$ cat src/hdl/roman_numeral_encoder_assert.svh
// ----------------------------------------------------------------------------
// Roman numeral encoder assertion macros
// Shared property forms used by the encoder's checks.
// ----------------------------------------------------------------------------
`ifndef ROMAN_NUMERAL_ENCODER_ASSERT_SVH
`define ROMAN_NUMERAL_ENCODER_ASSERT_SVH

// The consequent must hold in the same cycle as the antecedent.
`define RNE_ASSERT_IMP(label, clk, rst_n, ante, cons, msg) \
    label: assert property (@(posedge clk) disable iff (!rst_n) (ante) |-> (cons)) \
        else $error(msg);

// The consequent must hold in the cycle after the antecedent.
`define RNE_ASSERT_NEXT(label, clk, rst_n, ante, cons, msg) \
    label: assert property (@(posedge clk) disable iff (!rst_n) (ante) |=> (cons)) \
        else $error(msg);

`endif

$ cat src/hdl/rne_pkg.sv
// ----------------------------------------------------------------------------
// rne_pkg
// Types, constants and helper functions shared by the Roman numeral encoder.
// ----------------------------------------------------------------------------
package rne_pkg;

    localparam int VALUE_W   = 12;
    localparam int SYMBOL_W  = 8;
    localparam int QDEPTH    = 4;
    localparam int MAX_VALUE = 3000;

    // Numeral characters in internal form; SYM_NUL marks an empty slot or an error beat.
    typedef enum logic [2:0] {
        SYM_NUL,
        SYM_I,
        SYM_V,
        SYM_X,
        SYM_L,
        SYM_C,
        SYM_D,
        SYM_M
    } sym_t;

    // The characters for one decimal digit, first character in slot 0.
    typedef struct packed {
        logic [2:0]     len;
        sym_t [3:0]     code;
    } grp_t;

    // One classified item: thousands in group 0, ones in group 3.
    typedef struct packed {
        logic           inv;
        grp_t [3:0]     grp;
    } entry_t;

    typedef struct packed {
        logic full;
        logic empty;
    } q_stat_t;

    function automatic logic [SYMBOL_W-1:0] sym_ascii(sym_t s);
        logic [SYMBOL_W-1:0] a;
        case (s)
            SYM_I:   a = 8'h49;
            SYM_V:   a = 8'h56;
            SYM_X:   a = 8'h58;
            SYM_L:   a = 8'h4C;
            SYM_C:   a = 8'h43;
            SYM_D:   a = 8'h44;
            SYM_M:   a = 8'h4D;
            default: a = 8'h00;
        endcase
        return a;
    endfunction

    function automatic grp_t digit_pat(logic [3:0] d, sym_t one, sym_t five, sym_t ten);
        grp_t g;
        g.len     = 3'd0;
        g.code[0] = SYM_NUL;
        g.code[1] = SYM_NUL;
        g.code[2] = SYM_NUL;
        g.code[3] = SYM_NUL;
        case (d)
            4'd1:
            begin
                g.len = 3'd1;
                g.code[0] = one;
            end
            4'd2:
            begin
                g.len = 3'd2;
                g.code[0] = one;
                g.code[1] = one;
            end
            4'd3:
            begin
                g.len = 3'd3;
                g.code[0] = one;
                g.code[1] = one;
                g.code[2] = one;
            end
            4'd4:
            begin
                g.len = 3'd2;
                g.code[0] = one;
                g.code[1] = five;
            end
            4'd5:
            begin
                g.len = 3'd1;
                g.code[0] = five;
            end
            4'd6:
            begin
                g.len = 3'd2;
                g.code[0] = five;
                g.code[1] = one;
            end
            4'd7:
            begin
                g.len = 3'd3;
                g.code[0] = five;
                g.code[1] = one;
                g.code[2] = one;
            end
            4'd8:
            begin
                g.len = 3'd4;
                g.code[0] = five;
                g.code[1] = one;
                g.code[2] = one;
                g.code[3] = one;
            end
            4'd9:
            begin
                g.len = 3'd2;
                g.code[0] = one;
                g.code[1] = ten;
            end
            default:
            begin
                g.len = 3'd0;
            end
        endcase
        return g;
    endfunction

endpackage

$ cat src/hdl/rne_front.sv
// ----------------------------------------------------------------------------
// rne_front
// Accepts numbers, splits them into decimal digits over two register stages
// and turns each digit into its character pattern for the queue.
// ----------------------------------------------------------------------------
module rne_front
    import rne_pkg::*;
(
    input  logic                clk,
    input  logic                rst_n,
    input  logic                num_valid,
    output logic                num_stall,
    input  logic [VALUE_W-1:0]  value,
    output logic                push,
    output entry_t              push_entry,
    input  q_stat_t             q_stat
);

    localparam logic [VALUE_W-1:0] THOU_TAB [4] =
        '{12'd0, 12'd1000, 12'd2000, 12'd3000};
    localparam logic [9:0] HUND_TAB [10] =
        '{10'd0, 10'd100, 10'd200, 10'd300, 10'd400,
          10'd500, 10'd600, 10'd700, 10'd800, 10'd900};
    localparam logic [6:0] TENS_TAB [10] =
        '{7'd0, 7'd10, 7'd20, 7'd30, 7'd40, 7'd50, 7'd60, 7'd70, 7'd80, 7'd90};

    logic       s1_valid_reg, s1_valid_next;
    logic       s1_inv_reg;
    logic [1:0] s1_th_reg;
    logic [9:0] s1_rem_reg;

    logic       s2_valid_reg, s2_valid_next;
    logic       s2_inv_reg;
    logic [1:0] s2_th_reg;
    logic [3:0] s2_hu_reg;
    logic [6:0] s2_rem_reg;

    logic       adv1, adv2;
    logic       inv_c;
    logic [1:0] th_c;
    logic [9:0] rem1_c;
    logic [3:0] hu_c;
    logic [6:0] rem2_c;
    logic [3:0] te_c;
    logic [3:0] on_c;

    assign adv2      = !s2_valid_reg || !q_stat.full;
    assign adv1      = !s1_valid_reg || adv2;
    assign num_stall = !adv1;
    assign push      = s2_valid_reg && !q_stat.full;

    always_comb
    begin
        inv_c = (value == '0) || (value > VALUE_W'(MAX_VALUE));
        th_c  = 2'd0;
        for (int k = 1; k <= 3; k++)
        begin
            if (value >= VALUE_W'(k * 1000))
            begin
                th_c = th_c + 2'd1;
            end
        end
        rem1_c = 10'(value - THOU_TAB[th_c]);
    end

    always_comb
    begin
        hu_c = 4'd0;
        for (int k = 1; k <= 9; k++)
        begin
            if (s1_rem_reg >= 10'(k * 100))
            begin
                hu_c = hu_c + 4'd1;
            end
        end
        rem2_c = 7'(s1_rem_reg - HUND_TAB[hu_c]);
    end

    always_comb
    begin
        te_c = 4'd0;
        for (int k = 1; k <= 9; k++)
        begin
            if (s2_rem_reg >= 7'(k * 10))
            begin
                te_c = te_c + 4'd1;
            end
        end
        on_c = 4'(s2_rem_reg - TENS_TAB[te_c]);
    end

    // An out-of-range number becomes one empty-symbol beat in the thousands group.
    always_comb
    begin
        push_entry.inv = s2_inv_reg;
        if (s2_inv_reg)
        begin
            push_entry.grp[0] = digit_pat(4'd1, SYM_NUL, SYM_NUL, SYM_NUL);
            push_entry.grp[1] = digit_pat(4'd0, SYM_NUL, SYM_NUL, SYM_NUL);
            push_entry.grp[2] = digit_pat(4'd0, SYM_NUL, SYM_NUL, SYM_NUL);
            push_entry.grp[3] = digit_pat(4'd0, SYM_NUL, SYM_NUL, SYM_NUL);
        end
        else
        begin
            push_entry.grp[0] = digit_pat({2'b00, s2_th_reg}, SYM_M, SYM_NUL, SYM_NUL);
            push_entry.grp[1] = digit_pat(s2_hu_reg, SYM_C, SYM_D, SYM_M);
            push_entry.grp[2] = digit_pat(te_c, SYM_X, SYM_L, SYM_C);
            push_entry.grp[3] = digit_pat(on_c, SYM_I, SYM_V, SYM_X);
        end
    end

    assign s1_valid_next = adv1 ? num_valid : s1_valid_reg;
    assign s2_valid_next = adv2 ? s1_valid_reg : s2_valid_reg;

    always_ff @(posedge clk or negedge rst_n)
    begin
        if (!rst_n)
        begin
            s1_valid_reg <= 1'b0;
            s2_valid_reg <= 1'b0;
        end
        else
        begin
            s1_valid_reg <= s1_valid_next;
            s2_valid_reg <= s2_valid_next;
        end
    end

    always_ff @(posedge clk)
    begin
        if (adv1 && num_valid)
        begin
            s1_inv_reg <= inv_c;
            s1_th_reg  <= th_c;
            s1_rem_reg <= rem1_c;
        end
        if (adv2 && s1_valid_reg)
        begin
            s2_inv_reg <= s1_inv_reg;
            s2_th_reg  <= s1_th_reg;
            s2_hu_reg  <= hu_c;
            s2_rem_reg <= rem2_c;
        end
    end

endmodule

$ cat src/hdl/rne_queue.sv
// ----------------------------------------------------------------------------
// rne_queue
// Small register queue of classified items between the front and back parts.
// ----------------------------------------------------------------------------
module rne_queue
    import rne_pkg::*;
#(
    parameter int DEPTH = QDEPTH
)
(
    input  logic    clk,
    input  logic    rst_n,
    input  logic    push,
    input  entry_t  push_entry,
    input  logic    pop,
    output entry_t  head,
    output q_stat_t q_stat
);

    localparam int PTR_W = (DEPTH > 1) ? $clog2(DEPTH) : 1;
    localparam int CNT_W = $clog2(DEPTH + 1);

    entry_t             mem_reg [DEPTH];
    logic [PTR_W-1:0]   wr_ptr_reg, wr_ptr_next;
    logic [PTR_W-1:0]   rd_ptr_reg, rd_ptr_next;
    logic [CNT_W-1:0]   count_reg, count_next;

    function automatic logic [PTR_W-1:0] ptr_inc(logic [PTR_W-1:0] p);
        logic [PTR_W-1:0] n;
        if (p == PTR_W'(DEPTH - 1))
        begin
            n = '0;
        end
        else
        begin
            n = p + PTR_W'(1);
        end
        return n;
    endfunction

    assign head         = mem_reg[rd_ptr_reg];
    assign q_stat.full  = (count_reg == CNT_W'(DEPTH));
    assign q_stat.empty = (count_reg == '0);

    always_comb
    begin
        wr_ptr_next = push ? ptr_inc(wr_ptr_reg) : wr_ptr_reg;
        rd_ptr_next = pop ? ptr_inc(rd_ptr_reg) : rd_ptr_reg;
        count_next  = count_reg;
        if (push && !pop)
        begin
            count_next = count_reg + CNT_W'(1);
        end
        else if (pop && !push)
        begin
            count_next = count_reg - CNT_W'(1);
        end
    end

    always_ff @(posedge clk or negedge rst_n)
    begin
        if (!rst_n)
        begin
            wr_ptr_reg <= '0;
            rd_ptr_reg <= '0;
            count_reg  <= '0;
        end
        else
        begin
            wr_ptr_reg <= wr_ptr_next;
            rd_ptr_reg <= rd_ptr_next;
            count_reg  <= count_next;
        end
    end

    always_ff @(posedge clk)
    begin
        if (push)
        begin
            mem_reg[wr_ptr_reg] <= push_entry;
        end
    end

endmodule

$ cat src/hdl/rne_back.sv
// ----------------------------------------------------------------------------
// rne_back
// Walks the head item group by group and sends one character per beat
// through an output register.
// ----------------------------------------------------------------------------
module rne_back
    import rne_pkg::*;
(
    input  logic                clk,
    input  logic                rst_n,
    input  entry_t              head,
    input  q_stat_t             q_stat,
    output logic                pop,
    output logic                sym_valid,
    input  logic                sym_stall,
    output logic [SYMBOL_W-1:0] symbol,
    output logic                last,
    output logic                invalid
);

    logic [3:0]             done_reg, done_next;
    logic [1:0]             pos_reg, pos_next;
    logic                   ovalid_reg, ovalid_next;
    logic [SYMBOL_W-1:0]    symbol_reg;
    logic                   last_reg;
    logic                   inv_reg;

    logic [3:0] nonempty;
    logic [3:0] avail;
    logic [3:0] rest;
    logic [1:0] cur;
    logic       end_grp;
    logic       last_c;
    logic       ld;
    sym_t       code_c;

    always_comb
    begin
        for (int g = 0; g < 4; g++)
        begin
            nonempty[g] = (head.grp[g].len != 3'd0);
        end
        avail = nonempty & ~done_reg;
        // Lowest remaining group goes first: thousands before ones.
        cur = 2'd0;
        for (int g = 3; g >= 0; g--)
        begin
            if (avail[g])
            begin
                cur = 2'(g);
            end
        end
        code_c  = head.grp[cur].code[pos_reg];
        end_grp = (({1'b0, pos_reg} + 3'd1) == head.grp[cur].len);
        rest    = avail & ~(4'b0001 << cur);
        last_c  = end_grp && (rest == 4'b0000);
    end

    assign ld  = !q_stat.empty && (!ovalid_reg || !sym_stall);
    assign pop = ld && last_c;

    always_comb
    begin
        done_next   = done_reg;
        pos_next    = pos_reg;
        ovalid_next = ovalid_reg && sym_stall;
        if (ld)
        begin
            ovalid_next = 1'b1;
            if (last_c)
            begin
                done_next = 4'b0000;
                pos_next  = 2'd0;
            end
            else if (end_grp)
            begin
                done_next = done_reg | (4'b0001 << cur);
                pos_next  = 2'd0;
            end
            else
            begin
                pos_next = pos_reg + 2'd1;
            end
        end
    end

    always_ff @(posedge clk or negedge rst_n)
    begin
        if (!rst_n)
        begin
            done_reg   <= 4'b0000;
            pos_reg    <= 2'd0;
            ovalid_reg <= 1'b0;
        end
        else
        begin
            done_reg   <= done_next;
            pos_reg    <= pos_next;
            ovalid_reg <= ovalid_next;
        end
    end

    always_ff @(posedge clk)
    begin
        if (ld)
        begin
            symbol_reg <= sym_ascii(code_c);
            last_reg   <= last_c;
            inv_reg    <= head.inv;
        end
    end

    assign sym_valid = ovalid_reg;
    assign symbol    = symbol_reg;
    assign last      = last_reg;
    assign invalid   = inv_reg;

endmodule

$ cat src/hdl/roman_numeral_encoder.sv
// ----------------------------------------------------------------------------
// roman_numeral_encoder
// Converts a 12-bit number into its Roman numeral, one ASCII character a beat.
// ----------------------------------------------------------------------------
// The number channel (num_valid, num_stall, value) takes one number a beat.
// The symbol channel (sym_valid, sym_stall, symbol, last, invalid) gives the
// numeral's characters in reading order, with last set on the final one.
// A number of 0 or above 3000 gives a single beat with symbol 0, last and
// invalid set. Bits of value are all used; nothing above bit 11 exists.
// The front splits the number into digits over two register stages and
// pushes the digit patterns into a four-entry queue; the back walks the head
// entry and loads one character a cycle into the output register while
// sym_stall is low. A number's first character goes through both front
// stages, the queue and the output register. Throughput: one character
// per cycle while sym_stall is low, 1 to 14 characters a numeral; the
// output register is the limit. Numbers keep being taken while characters
// of earlier ones are still going out, until the queue and front fill.
// Reset empties the front stages, the queue and the output register.
// While sym_stall is high the output beat holds and the back waits; the
// front keeps taking numbers until the queue and both front stages are
// full, then raises num_stall.
// ----------------------------------------------------------------------------
`include "roman_numeral_encoder_assert.svh"

module roman_numeral_encoder
    import rne_pkg::*;
#(
    parameter int Q_DEPTH = QDEPTH
)
(
    input  logic                clk,
    input  logic                rst_n,
    input  logic                num_valid,
    output logic                num_stall,
    input  logic [VALUE_W-1:0]  value,
    output logic                sym_valid,
    input  logic                sym_stall,
    output logic [SYMBOL_W-1:0] symbol,
    output logic                last,
    output logic                invalid
);

    logic       q_push;
    logic       q_pop;
    entry_t     q_in;
    entry_t     q_head;
    q_stat_t    q_stat;

    rne_front u_front
    (
        .clk        (clk),
        .rst_n      (rst_n),
        .num_valid  (num_valid),
        .num_stall  (num_stall),
        .value      (value),
        .push       (q_push),
        .push_entry (q_in),
        .q_stat     (q_stat)
    );

    rne_queue #(
        .DEPTH (Q_DEPTH)
    ) u_queue
    (
        .clk        (clk),
        .rst_n      (rst_n),
        .push       (q_push),
        .push_entry (q_in),
        .pop        (q_pop),
        .head       (q_head),
        .q_stat     (q_stat)
    );

    rne_back u_back
    (
        .clk        (clk),
        .rst_n      (rst_n),
        .head       (q_head),
        .q_stat     (q_stat),
        .pop        (q_pop),
        .sym_valid  (sym_valid),
        .sym_stall  (sym_stall),
        .symbol     (symbol),
        .last       (last),
        .invalid    (invalid)
    );

    `RNE_ASSERT_IMP(a_no_overflow, clk, rst_n, q_push, !q_stat.full, "queue push while full")
    `RNE_ASSERT_IMP(a_no_underflow, clk, rst_n, q_pop, !q_stat.empty, "queue pop while empty")
    `RNE_ASSERT_IMP(a_invalid_beat, clk, rst_n, sym_valid && invalid, last && (symbol == 8'd0), "invalid beat is not a lone empty beat")
    `RNE_ASSERT_NEXT(a_run_gapless, clk, rst_n, sym_valid && !sym_stall && !last, sym_valid, "gap inside a numeral")

endmodule
$ cat config.mk
export PLATFORM = sky130hd
export DESIGN_NAME = roman_numeral_encoder
export DESIGN_NICKNAME = d
export VERILOG_FILES = /design/src/hdl/rne_pkg.sv /design/src/hdl/rne_front.sv /design/src/hdl/rne_queue.sv /design/src/hdl/rne_back.sv /design/src/hdl/roman_numeral_encoder.sv
export VERILOG_INCLUDE_DIRS = /design/src /design/src/hdl
export SDC_FILE = /design/constraint.sdc
export NUM_CORES = 1
export LEC_CHECK = 0
export BUFFER_PORTS_ARGS = -buffer_cell sky130_fd_sc_hd__buf_2
export CORE_UTILIZATION = 55
export DETAILED_ROUTE_END_ITERATION = 6
export GPL_ROUTABILITY_DRIVEN = 0
export PLACE_DENSITY = 0.75
export SLEW_MARGIN = 20
export SYNTH_ARGS = -nofsm -noshare
export SYNTH_HDL_FRONTEND = slang
export SYNTH_HIERARCHICAL = 1
export SYNTH_SLANG_ARGS = --single-unit
$ cat constraint.sdc
create_clock -name clk -period 9.2 [get_ports clk]
set_input_delay 0.46 -clock clk [delete_from_list [all_inputs] [get_ports clk]]
set_output_delay 0.46 -clock clk [all_outputs]
set_load 0.01 [all_outputs]
### After elaboration in Yosys (flattened, before gate mapping)

Memories as Yosys holds them, arrays and structs flattened.
Cells that the tools add are included.

* register bits: 53
* latch bits: 0
* RAM bits: 244
* memory bits (read-only): 272
* input bits: 16
* output and inout bits: 12
* memories kept: 3

Memory list
* u_queue.mem_reg: depth 4, bits a word 61, rd ports 1, clocked after Yosys merged registers in 0, write ports 1, RTL line rne_queue.sv:23 `entry_t mem_reg [DEPTH];`
* (name not given): depth 16, bits a word 10, rd ports 1, clocked after Yosys merged registers in 0, write ports 0, RTL line rne_front.sv:76 `rem2_c = 7'(s1_rem_reg - HUND_TAB[hu_c]);`
* (name not given): depth 16, bits a word 7, rd ports 1, clocked after Yosys merged registers in 0, write ports 0, RTL line rne_front.sv:89 `on_c = 4'(s2_rem_reg - TENS_TAB[te_c]);`

* $add $sub $neg: 27
* multipliers: 0
* div/mod/pow operators: 0
* $lt $le $gt $ge: 27
* eq/ne operators: 41
* shifts and indexed selects: 1
* mux-type cells: 68
* bitwise gates (word level): 8
* reductions and logical operators: 55

Operator list (count)
* 2-to-1 mux 4 bit: 20
* 2-to-1 mux 60 bit: 1
* adder 4 x 1 -> 4 bit, second input constant: 14
* one-hot mux 7 bit (7 select lines): 1
* equality test 4 x 3 -> 1 bit, second input constant: 12
* >= comparator 10 bit, second input constant: 4
* one-hot mux 3 bit (4 select lines): 3
* binary-select mux 15 bit (select 2 bit): 1
* >= comparator 10 x 9 -> 1 bit, second input constant: 3
* OR reduction 5 bit: 6
* binary-select mux 12 bit (select 2 bit): 1
* equality test 4 x 2 -> 1 bit, second input constant: 6
* equality test 4 bit, second input constant: 6
* 2-to-1 mux 2 bit: 12
* 2-to-1 mux 3 bit: 8
* OR reduction 4 bit: 6
* >= comparator 7 x 6 -> 1 bit, second input constant: 3
* >= comparator 7 bit, second input constant: 3
* 2-to-1 mux 10 bit: 2
* one-hot mux 3 bit (3 select lines): 2
* equality test 3 bit, second input constant: 5
* 2-to-1 mux 15 bit: 1
* >= comparator 7 x 5 -> 1 bit, second input constant: 2
* 2-to-1 mux 7 bit: 2
* 46 further kinds: 103

### Logic depth before layout (Yosys ltp)

* depth in word-level cells: 27
* mapped depth: 34

### Cells and area by module

Netlist, hierarchy kept.

By module, submodules not included
* rne_queue: instances 1, cells an instance 356, area each 9291.4 µm²
* rne_front: instances 1, cells an instance 495, area each 4125.2 µm²
* rne_back: instances 1, cells an instance 160, area each 1385.1 µm²

### Worst setup path after synthesis

OpenSTA, ideal clock, no wires.

* path kind: register -> register
* start point: reg u_front.s2_rem_reg[6]
* end point: mem u_queue/mem_reg[0][59] (netlist bit), data pin
* library setup time: 0.131 ns
* arrival time: 6.928 ns
* path slack: 2.141 ns
* cell stages (with the launch flop): 33
* buffers on the path: 3
* period minus slack after synthesis: 7.059 ns
* cells stage by stage: edfxtp_1 clkbuf_1 nor3_1 and2_1 inv_1 ha_1 and3_1 or2_2 ha_1 mux2_2 ha_1 o21ai_0 nand2_1 ha_1 nand2_1 o211a_1 inv_1 ha_1 mux2_2 ha_1 a22oi_1 o211a_1 a22oi_1 ha_1 mux2_2 nand3_1 fa_1 xor2_1 and4_4 buf_6 or4_4 nor2_1 buf_4

RTL lines
* from (decl): RTL line rne_front.sv:36 `logic [6:0] s2_rem_reg;`
* from (signal assigned): RTL line rne_front.sv:142 `s2_rem_reg <= rem2_c;`
* to (decl): RTL line rne_queue.sv:23

### Worst setup path after layout

* start point: reg u_front.s2_rem_reg[2]
* end point: mem u_queue/mem_reg[3][59] (netlist bit), data pin

* word-level cells in the longest chain between the ends: 27
* elaborated cells on any way between the ends: 45
* classes of those cells: add/sub (9); order compare (9); eq/ne (9); mux (13); bitwise (1); reduce/logical (3); memory (1)

RTL lines
* >= comparator 7 x 4 -> 1 bit: RTL line rne_front.sv:84 `if (s2_rem_reg >= 7'(k * 10))`
* 2-to-1 mux 1 bit: RTL line rne_front.sv:84
* adder 1 x 1 -> 2 bit: RTL line rne_front.sv:86 `te_c = te_c + 4'd1;`
* 2-to-1 mux 4 bit: RTL line rne_front.sv:84
* adder 4 x 1 -> 4 bit: RTL line rne_front.sv:86
* 2-to-1 mux 4 bit: RTL line rne_front.sv:84
* adder 4 x 1 -> 4 bit: RTL line rne_front.sv:86
* 2-to-1 mux 4 bit: RTL line rne_front.sv:84
* (+10 left out)
* NOT 4 -> 5 bit (not written as such): RTL line rne_front.sv:89
* memory read (16 x 7 bit)
* 2-to-1 mux 4 bit (not written as such) (2 in a row): RTL line rne_front.sv:89
* subtractor 4 bit *: RTL line rne_front.sv:89
* equality test 4 x 2 -> 1 bit, or another cell as far along: RTL line rne_pkg.sv:63 `case (d)`
* OR reduction 4 bit (no source line) or OR reduction 2 bit (tied branches)
* one-hot mux 3 bit (4 select lines) *: RTL line rne_pkg.sv:63
* 2-to-1 mux 60 bit *: RTL line rne_front.sv:96 `if (s2_inv_reg)`

Mark *: on every way between the ends. The rest lies on a longest branch, timed or not. The select of a mux whose other input is x is not followed.

==> results.md <==
- Most used cell along the critical path: ha_1
- Fin. Hold Viols: 0
- Critical Path End Type: flip-flop
- Synth cell types: 107
- Post-synthesis mux area share: 0.103
- Insertion delay to the later sink of the worst-skew pair: ~0.56 ns
- Nets@finish: 1078
- Largest stage delay, worst path: 0.58 ns
- Post-synthesis cell area: approximately 15000 µm²
- Synth-to-layout area growth: 7.74%
- Final setup fails: 0
- Critical path peak fanout: 11
- Bufs on Longest Clock Path: 3
- Num rows: 59
- CTS tree: yes
- Core Footprint: 26200 µm²
- Die H: ~170 µm
- Sequential-to-total area share from yosys stat: 0.593
- Worst path required time: 9.49 ns
- Ys flop type: edfxtp_1
- Max Slew Vio Count: 0
- Max reg flops: 244
- CTS H-tree lvls: 1
- Gr ovfl total: 0
- First-pass GRT wire length: 43400 µm
- Worst-path clk slew: 0.06 ns
- First-pass DRT Iterations: 7
- Slew headroom: 0.364
- Clock skew: 0.0195 ns
- Total Die Area: roughly 28000 µm²
- IO Count: 28
- Initial antenna violation count: 0
- CTS Buf Count: 29
- Xor/xnor share of the synthesized area: 0.0351
- Slowest-stage cell, CP: or4_4
- Post-Synthesis Cells: 1011
- CP Data Arrival Time: 8.06 ns
- Synth Area in Adders: 0.0381
- Setup TNS: 0 ns
- Syn avg cell area: 14.6 µm²
- Compound-gate portion of the synthesized area: 0.0976
- Register bit total from synthesis: 295
- Die X: approximately 170 µm
- Vias in the first global route: 8312
- Async SR Flop Fraction: 0.0542
- Post-synth EDFFs: 279
- DR WL/cell: 19.4 µm
- Simple-gate share of the synthesized area: 0.0817
- Critical path type: reg2reg
- # resized after CTS: 0
- Multi-input logic area: 5340 µm²
- Tcrit/Tclk final: 0.845
- GRT Total Usage: 0.199
- N_diodes: 0
- Max-cap viol count: 0
- Violated checks: design-rule violations
- Slew @ Worst Pin: about 0.95 ns
- Largest net degree at the start of global routing: 62
- Remaining DRCs: 2
- Main combinational cell family by area after synthesis: multiplexers
- Outcome: finished, violations left
- Initial core utilization: 0.565
- Hold crit path type: in2reg
- FF/Latch Area: 8780 µm²
- Total number of vias: 8320
- Synth warnings: 6
- Minimum clock period: 7.77 ns
- Crit start category: flip-flop
- Fill cells: 1901
- Vias per inst: 6.03
- Final wirelength: 26800 µm
- Iteration-0 DRC count of the detailed router: 634
- Root Buffer: clkbuf_16
- RSZ-0062 raised after global routing: false
- Fmax: 0.129 GHz
- # clock sinks: 295
- Detail Route Antenna Nets: 0
- Share of layout cells above drive strength 1: 0.190
- Port Buf Inserts: 25
- Final HPWL DP: 17500 µm
## cell usage after synthesis (all sizes together), types with 13 or more instances
master | instances | share of area
xor2 | 16 | 0.0095
nor3 | 21 | 0.0090
a21oi | 43 | 0.015
nand3 | 18 | 0.0061
clkbuf | 13 | 0.0033
buf | 58 | 0.033
nand2 | 59 | 0.015
and2 | 13 | 0.0058
a21o | 15 | 0.0076
edfxtp | 279 | 0.57
dfrtp | 16 | 0.027
ha | 37 | 0.031
mux4 | 61 | 0.094
o21ai | 35 | 0.012
inv | 52 | 0.013
xnor2 | 29 | 0.021
nor2 | 52 | 0.014
## metrics by stage
stage	hold slack, ns	instances	worst slack (ns)	util	cell area (µm²)
after floorplan	0.164	1025	2.14	-	14900
after global placement	0.402	1324	1.73	0.570	14900
after detailed placement	0.406	1324	1.49	0.570	14900
after CTS	0.0836	1379	1.46	0.608	15900
after global routing	0.0886	1379	0.749	0.609	15900
final	0.104	1379	1.43	0.609	15900
## worst paths after layout
check | start | to | slack [ns] | cells past startpoint
min reg2reg | u_front/s1_inv_reg$_DFFE_PP_ | u_front/s2_inv_reg$_DFFE_PP_ | 0.42 | 0
max reg2reg | u_front/s2_rem_reg[2]$_DFFE_PP_ | u_queue/mem_reg[3][59]$_DFFE_PP_ | 1.43 | 30
max in group asynchronous | rst_n | u_queue/rd_ptr_reg[0]$_DFFE_PN0P_ | 8.48 | 2
max | u_front/s2_rem_reg[2]$_DFFE_PP_ | u_queue/mem_reg[3][59]$_DFFE_PP_ | 1.43 | 30
min in group asynchronous | rst_n | u_queue/rd_ptr_reg[1]$_DFFE_PN0P_ | 0.38 | 2
min | value[0] | u_front/s1_rem_reg[0]$_DFFE_PP_ | 0.10 | 1
## final cells by class
class | count | share of cell area
clock buffers | 30 | 0.0457
clock inverters | 24 | 0.0167
inverters | 52 | 0.0122
multi-input cells | 606 | 0.335
flip-flops and latches | 295 | 0.551
well taps | 335 | 0.0263
repair buffers | 37 | 0.0137
## per-layer routing
layer / track usage / wire [µm] / up-vias
li1: - / - / 3927
met1: 0.269 / 11700 / 4130
met2: 0.334 / 13200 / 203
met3: 0.0269 / 1130 / 60
met4: 0.0654 / 760 / 0
met5: 0 / 0 / -
## placed cells by master, fill, tap and decap left out, drive strengths merged, types with 5 or more instances in the layout
| cell type | netlist | routed |
|---|---|---|
| or2 | 8 | 8 |
| conb | 2 | 16 |
| a21o | 15 | 15 |
| nand4 | 7 | 7 |
| o22ai | 10 | 10 |
| o21a | 6 | 6 |
| bufinv | 0 | 5 |
| clkinv | 0 | 15 |
| and3 | 8 | 8 |
| inv | 52 | 53 |
| a211oi | 8 | 8 |
| dfrtp | 16 | 16 |
| a21oi | 43 | 43 |
| xor2 | 16 | 16 |
| buf | 58 | 36 |
| a22oi | 8 | 8 |
| o21ai | 35 | 35 |
| nand2b | 5 | 5 |
| nand3 | 18 | 18 |
| or3 | 8 | 8 |
| o211a | 5 | 5 |
| nor2 | 52 | 52 |
| xnor2 | 29 | 29 |
| nor3b | 6 | 6 |
| ha | 37 | 37 |
| nand2 | 59 | 59 |
| and2 | 13 | 13 |
| nor3 | 21 | 21 |
| mux4 | 61 | 61 |
| edfxtp | 279 | 279 |
| clkbuf | 13 | 30 |
| a31oi | 8 | 8 |
| mux2 | 8 | 8 |
## kinds of logic after synthesis
logic type               count (synthesis)
XOR/XNOR                                48
flip-flops                             295
multiplexers                            73
adder cells (fa/ha/maj)                 43
other                                    2
buffers and inverters                  124
AO/OA/AOI/OAI                          199
AND/OR/NAND/NOR                        227
## critical path, delay by kind of cell, from the launching register on
family                   cells  cell delay (ns)
AO/OA/AOI/OAI                6             1.02
buffers and inverters        2             0.11
XOR/XNOR                     1             0.29
multiplexers                 3             0.76
AND/OR/NAND/NOR             10             2.35
flip-flops                   1             0.55
adder cells (fa/ha/maj)      8             2.43
## timing repair
| item | 4_1_cts | 5_1_grt |
|---|---|---|
| hold buffers | 1 | 0 |
| hold endpoints to repair | 16 | 0 |
| setup endpoints to repair | 0 | 0 |
| setup buffers | 0 | 0 |
Power is not shown: default switching activity piles up to over one toggle a cycle in this logic, so the estimate is an artifact.
